$ cat config.mk
export PLATFORM = sky130hd
export DESIGN_NAME = fpdm_angle
export DESIGN_NICKNAME = d
export VERILOG_FILES = /design/src/rtl/fpdm_pkg.sv /design/src/rtl/fpdm_angle.sv
export SDC_FILE = /design/constraint.sdc
export NUM_CORES = 1
export LEC_CHECK = 0
export ABC_AREA = 1
export BUFFER_PORTS_ARGS = -buffer_cell sky130_fd_sc_hd__buf_2
export CORE_MARGIN = 1
export CORE_UTILIZATION = 45
export CTS_CLUSTER_SIZE = 25
export DETAILED_ROUTE_END_ITERATION = 16
export GPL_TIMING_DRIVEN = 0
export PLACE_DENSITY = 0.73
export SLEW_MARGIN = 20
export SYNTH_ARGS = -nofsm -noshare
export SYNTH_HDL_FRONTEND = slang
export SYNTH_SLANG_ARGS = --single-unit
export TNS_END_PERCENT = 1
$ cat constraint.sdc
create_clock -name clock -period 5.2 [get_ports clock]
set_input_delay 0.26 -clock clock [delete_from_list [all_inputs] [get_ports clock]]
set_output_delay 0.26 -clock clock [all_outputs]
set_load 0.05 [all_outputs]
$ cat src/rtl/fpdm_pkg.sv
// Package: shared types and constants of the phase duty modulator.
`timescale 1ns / 1ps
package fpdm_pkg;
   localparam int ANGLE_BITS_DEFAULT = 14;
   localparam int TURN_BITS = 16;
   localparam int CSR_INDEX_BITS = 3;
   localparam int CSR_DATA_BITS = 16;
   localparam int SINE_STAGES = 6;

   typedef enum logic [CSR_INDEX_BITS-1:0] {
      REG_POLE_PAIRS = 3'd0,
      REG_REVERSE    = 3'd1,
      REG_OFFSET     = 3'd2,
      REG_CENTER     = 3'd3,
      REG_TICKS      = 3'd4,
      REG_PERIOD     = 3'd5
   } reg_index_type;

   typedef struct packed {
      logic [3:0]  pole_pairs;
      logic        reverse_direction;
      logic [13:0] angle_offset;
      logic [14:0] center_voltage;
      logic [15:0] ticks_per_volt;
      logic [11:0] pwm_period;
   } cfg_type;

   // Quarter-wave argument: Q14 fraction (0..16384) and result sign.
   typedef struct packed {
      logic [14:0] x;
      logic        neg;
   } quarter_type;

   localparam logic [14:0] QUARTER = 15'd16384;
   localparam logic [14:0] SQRT3_HALF = 15'd28378;

   // Q30 odd Taylor coefficients of sin(pi/2*x), lowest order first.
   localparam logic [30:0] SINE_COEF [0:4] = '{
      31'd1686629713, 31'd693598668, 31'd85569306, 31'd5026995, 31'd172272
   };
endpackage

$ cat src/rtl/fpdm_angle.sv
// Angle front end: input beat register and electrical angle to quadrant args.
`timescale 1ns / 1ps
module fpdm_angle #(
   parameter int ANGLE_BITS = fpdm_pkg::ANGLE_BITS_DEFAULT
) (
   input  logic                    clock,
   input  logic                    reset,
   input  logic                    in_valid,
   input  logic [ANGLE_BITS-1:0]   sensor_angle,
   input  logic signed [15:0]      q_voltage,
   input  logic signed [15:0]      d_voltage,
   input  fpdm_pkg::cfg_type       cfg,
   output logic                    out_valid,
   output fpdm_pkg::quarter_type   sin_arg,
   output fpdm_pkg::quarter_type   cos_arg,
   output logic signed [15:0]      q_out,
   output logic signed [15:0]      d_out
);
   localparam int WW = ANGLE_BITS + 14;
   localparam int TB = fpdm_pkg::TURN_BITS;

   logic                  valid1_ff, valid2_ff;
   logic [ANGLE_BITS-1:0] sensor_ff;
   logic signed [15:0]    q1_ff, d1_ff, q2_ff, d2_ff;
   fpdm_pkg::quarter_type sin_ff, cos_ff, sin_in, cos_in;
   logic [WW-1:0]         prod_w, diff_w;
   logic [ANGLE_BITS-1:0] elec;
   logic [TB-1:0]         turn, cos_turn;

   function automatic fpdm_pkg::quarter_type quarter_of(input logic [15:0] t);
      fpdm_pkg::quarter_type r;
      r.neg = t[15];
      r.x   = t[14] ? (fpdm_pkg::QUARTER - {1'b0, t[13:0]}) : {1'b0, t[13:0]};
      return r;
   endfunction

   always_comb begin
      prod_w = WW'(cfg.pole_pairs) * WW'(sensor_ff);
      if (cfg.reverse_direction) begin
         prod_w = -prod_w;
      end
      diff_w   = prod_w - WW'(cfg.angle_offset);
      elec     = diff_w[ANGLE_BITS-1:0];
      turn     = TB'(elec) << (TB - ANGLE_BITS);
      cos_turn = turn + TB'(16'h4000);
      sin_in   = quarter_of(turn);
      cos_in   = quarter_of(cos_turn);
   end

   always_ff @(posedge clock) begin
      if (reset) begin
         valid1_ff <= 1'b0;
         valid2_ff <= 1'b0;
      end else begin
         valid1_ff <= in_valid;
         valid2_ff <= valid1_ff;
      end
      sensor_ff <= sensor_angle;
      q1_ff     <= q_voltage;
      d1_ff     <= d_voltage;
      sin_ff    <= sin_in;
      cos_ff    <= cos_in;
      q2_ff     <= q1_ff;
      d2_ff     <= d1_ff;
   end

   assign out_valid = valid2_ff;
   assign sin_arg   = sin_ff;
   assign cos_arg   = cos_ff;
   assign q_out     = q2_ff;
   assign d_out     = d2_ff;
endmodule

# Yosys cells after proc, flatten, opt, wreduce, memory -nomap -nowiden
# Index checks and enable logic that the tools add are counted.
# W data, S select, Z words.
dict set report totals {
  regBits 112
  output_inout_bits 65
  wordCells 22
}
dict set report classes {
  add_sub_neg 5
  multipliers 1
  n_mux 3
}
# operator count
set ops {}
lappend ops {{$mux W14} 3}
lappend ops {{$sub A15 B14 Y15 const A} 2}
lappend ops {{$add A16 B15 Y16 const B} 1}
lappend ops {{$mul A4 B14 Y14} 1}
lappend ops {{$neg A14 Y14} 1}
lappend ops {{$sub A14 B14 Y14} 1}

# Logic depth before layout (Yosys ltp)
dict set report depth {
  word_depth 7
  depth_mapped 32
}

# Worst setup path before layout
# No wires, ideal clock.
dict set report synth_path {
  kind {input to register}
  from {input cfg[61] (netlist name)}
  to {register cos_ff, in the netlist cos_arg[13]}
  setup_ps 113
  arrival_ps 4482
  path_slack_ps 605
  path_stages 28
  n_path_buf 1
  path_cell_list {clkbuf_1 > nand2_1 > inv_1 > fa_1 > inv_1 > fa_1 > inv_1 > ha_1 > or2_2 > nand3_1 > nand2_1 > nor2_1 > a21oi_1 > xnor2_1 > inv_1 > ha_1 > a21oi_1 > o21ai_0 > inv_1 > nand2_1 > xnor2_1 > nand2_1 > nor2_1 > nand4_1 > inv_1 > nand2_2 > nand3_1 > nand2_1}
}
# element line_no
set synth_rtl {}
lappend synth_rtl {{from (decl)} fpdm_angle.sv:12} ;# input fpdm_pkg::cfg_type cfg,
lappend synth_rtl {{to (signal assigned)} fpdm_angle.sv:62} ;# cos_ff <= cos_in;
lappend synth_rtl {{to (decl)} fpdm_angle.sv:25} ;# fpdm_pkg::quarter_type sin_ff, cos_ff, sin_in, cos_in;

==> impl_results.md <==
* Initial antenna violation count at 0
* Pin count of the biggest net entering global routing at 18
* Detailed Route WL at 9680 um
* Crit share post-route at 92.0%
* Cell area after layout at 6410 um^2
* Area of the multi-input gates at 2580 um^2
* Reg2reg end: cos_arg[14]$_DFF_P_
* GRT Resource Usage Total at 17.0%
* CP most frequent cell: nand2_1
* CTS Sinks at 107
* Detailed Route Iter0 Violations at 161
* Static leakage at 3.61 nW
* Final std cells w/o fill at 951
* DRC viols at 0
* Area growth syn-to-layout at 22.0%
* Via count at 4301
* CP max stage delay at 0.54 ns
* DP HPWL at 8040 um
* First-pass detailed-route iteration total at 5
* Reg2reg start: sensor_ff[1]$_DFF_P_
* Initial Util at 46.0%
* CTS tree: done
* Crit-path leading delay family: adder cells
* WL/cell at 10.2 um
* Pins Over Slew Limit at 0
* # H-tree levels at 3
* First-pass GRT wire length at 16200 um
* Worst path depth at 28
* Die height at 110 um
* Post-route ant nets at 0
* Worst min-delay path startpoint: q_voltage[10]
* CP required at 5.43 ns
* Die ar. at 12100 um^2
* Hold endpoint: q1_ff[10]$_DFF_P_
* CTS buffer count at 9
* Worst setup EP type: register
* FILL cells at 1099
* CP max-delay cell: fa_1
* Max-Cap Viols at 0
* Critical path type: reg2reg
* NumNets Final at 965
* Clock Pin Slew Worst Setup and Hold Paths at 0.07 ns
* Min-Delay Path Class: in2reg
* Avg Vias per Cell at 4.52
* Worst Path Arrival at 5.02 ns
* Buf/Inv on CP at 6
* Core area at 11400 um^2
* Flops & latches, synth at 107
* Share of cells above drive strength 1 at 21.2%
* Post-place instance area at 6080 um^2
* Overflow left after global routing at 0
* Width of the die at 110 um
* Hold path depth at 1
* Clock Path Buffers at 2
* Ys Warns at 0
* Io pins at 176
* Syn Inst Count at 661
* Crit start category: register
* GPL Wtd Cong at 0.832
* Final setup TNS at 0 ns
* Hold Fails Final Rpt at 0
* Worst Skew at 0.00441 ns
* Port Buffers at 127
* Peak fanout along the critical path at 7
* VDD IR max at 0.555 mV
* Syn avg cell area at 7.95 um^2
* Diode count at 0
* Clock root buffer: clkbuf_16
* Number of global-route vias before repair at 3941
* FF-to-FF path depth at 28
* Post-Place Cells at 934
* Final Power at 0.00369 W
* RSZ-0062 raised after global routing: yes
* Endpoints failing setup at 0
* Minimum clock period at 4.78 ns
* Netlist cell types at 34
* Cell Area, Synth at 5260 um^2
* Max frequency at 0.209 GHz
* Std-Cell Rows at 39
* Power Density at 575 nW/um^2
* Area occupied by registers at 2140 um^2
* R2R setup slack at 0.42 ns
* Sequential element share of the synthesized area at 40.8%
* Status: completed
* Clk Latency, worst-skew pair at 0.34 ns
-- placed cells by master (no fill, tap or decap), types with 3 or more instances in the layout --
cell       count
ha_1          29
xor2_2         3
inv_1        123
o21ai_0       20
a21oi_1       17
a31oi_1        3
buf_2        129
nand3b_1       3
clkbuf_1       4
nand3_1       44
nor2_1        30
xor2_1        15
nand4_1        9
dfxtp_1      107
clkbuf_16      9
buf_4          7
conb_1         4
nand2_1      183
xnor2_1        8
o21ai_1        7
nor3_2         3
fa_1          22
nand2_2        3
-- where the power goes --
part | total (W) | internal (W) | switching (W)
clock | 0.000661 | 0.000377 | 0.000284
sequential | 0.00100 | 0.000972 | 0.0000291
combinational | 0.00202 | 0.000640 | 0.00138
total | 0.00369 | 0.00199 | 0.00170
-- sequential cells by signal, indices dropped and copies added (netlist names) --
name and count:
sin_arg 14, q_out 16, sensor_ff 14, valid1_ff 1, d1_ff 16, d_out 16
cos_arg 13, out_valid 1, q1_ff 16
-- synth_stat cells --
cell	count	area (um^2)
nand2_1	183	687
inv_1	123	462
dfxtp_1	107	2140
nand3_1	44	220
nor2_1	32	120
ha_1	29	363
fa_1	22	440
o21ai_0	21	105
a21oi_1	17	85.1
xor2_1	15	131
nand4_1	9	56.3
xnor2_1	9	78.8
o21ai_1	6	30.0
buf_4	5	37.5
clkbuf_1	5	18.8
a31oi_1	3	18.8
nand2_2	3	18.8
nand3b_1	3	22.5
nor3_2	3	30.0
xor2_2	3	48.8
a21o_1	2	15.0
buf_2	2	10.0
buf_6	2	22.5
nand3_2	2	20.0
or2_2	2	12.5
a21boi_0	1	7.51
conb_1	1	3.75
inv_2	1	3.75
nand2_4	1	11.3
nor3_1	1	5.00
o21bai_1	1	7.51
or2_1	1	6.26
or2_4	1	8.76
or3_1	1	6.26
-- logic make-up (layout without fill, tap and decap cells) --
kind of cell / Yosys count / after routing / share of synthesized area [%]
compound gates: 51 / 51 / 5.12
xor+xnor: 27 / 27 / 4.93
fa+ha+maj: 51 / 51 / 15.3
buf+inv: 138 / 282 / 10.5
flops: 107 / 107 / 40.8
other cells: 1 / 4 / 0.0713
simple gates: 286 / 286 / 23.3
-- worst max-delay path by stage --
stage               slack [ns]                  from             endpoint
floorplan                 0.60               cfg[61]  cos_arg[13]$_DFF_P_
global placement         -0.02               cfg[61]  sin_arg[13]$_DFF_P_
detailed placement       -0.07               cfg[61]  cos_arg[13]$_DFF_P_
CTS                       0.23  sensor_ff[1]$_DFF_P_  sin_arg[13]$_DFF_P_
global route             -0.01  sensor_ff[1]$_DFF_P_  sin_arg[13]$_DFF_P_
finish                    0.42  sensor_ff[1]$_DFF_P_  cos_arg[14]$_DFF_P_
-- routing by layer --
metal / global-route usage, % / up-vias / part of all wire [%]
li1: - / 2298 / -
met4: 5.14 / 0 / 1.2
met3: 4.00 / 17 / 5.0
met2: 31.4 / 107 / 50
met5: 0 / - / 0
met1: 19.3 / 1879 / 44
-- stage by stage --
stage / hold WS (ns) / setup WS, ns / utilization, %
2_1_floorplan: 0.288 / 0.605 / -
3_3_place_gp: 0.310 / -0.0172 / 53.3
3_5_place_dp: 0.312 / -0.0697 / 53.3
4_1_cts: 0.00579 / 0.230 / 55.8
5_1_grt: 0.00194 / -0.0101 / 56.2
6_report: 0.0154 / 0.418 / 56.2
-- layout make-up --
| cell class | count | share of cell area, % |
|---|---|---|
| clock inverters | 5 | 0.956 |
| inverters | 124 | 7.26 |
| repair buffers | 131 | 10.5 |
| clock buffers | 11 | 3.63 |
| multi-input cells | 419 | 40.3 |
| flip-flops and latches | 107 | 33.4 |
| plain buffers | 11 | 1.21 |
| well taps | 143 | 2.79 |
-- timing repair --
action	in CTS	in global routing
endpoints found under the hold margin	0	2
endpoints found under the setup margin	0	26
buffers inserted	0	2
gates resized for setup	0	4
hold buffers	0	2
Note: power is estimated with default switching activity, not from simulation.
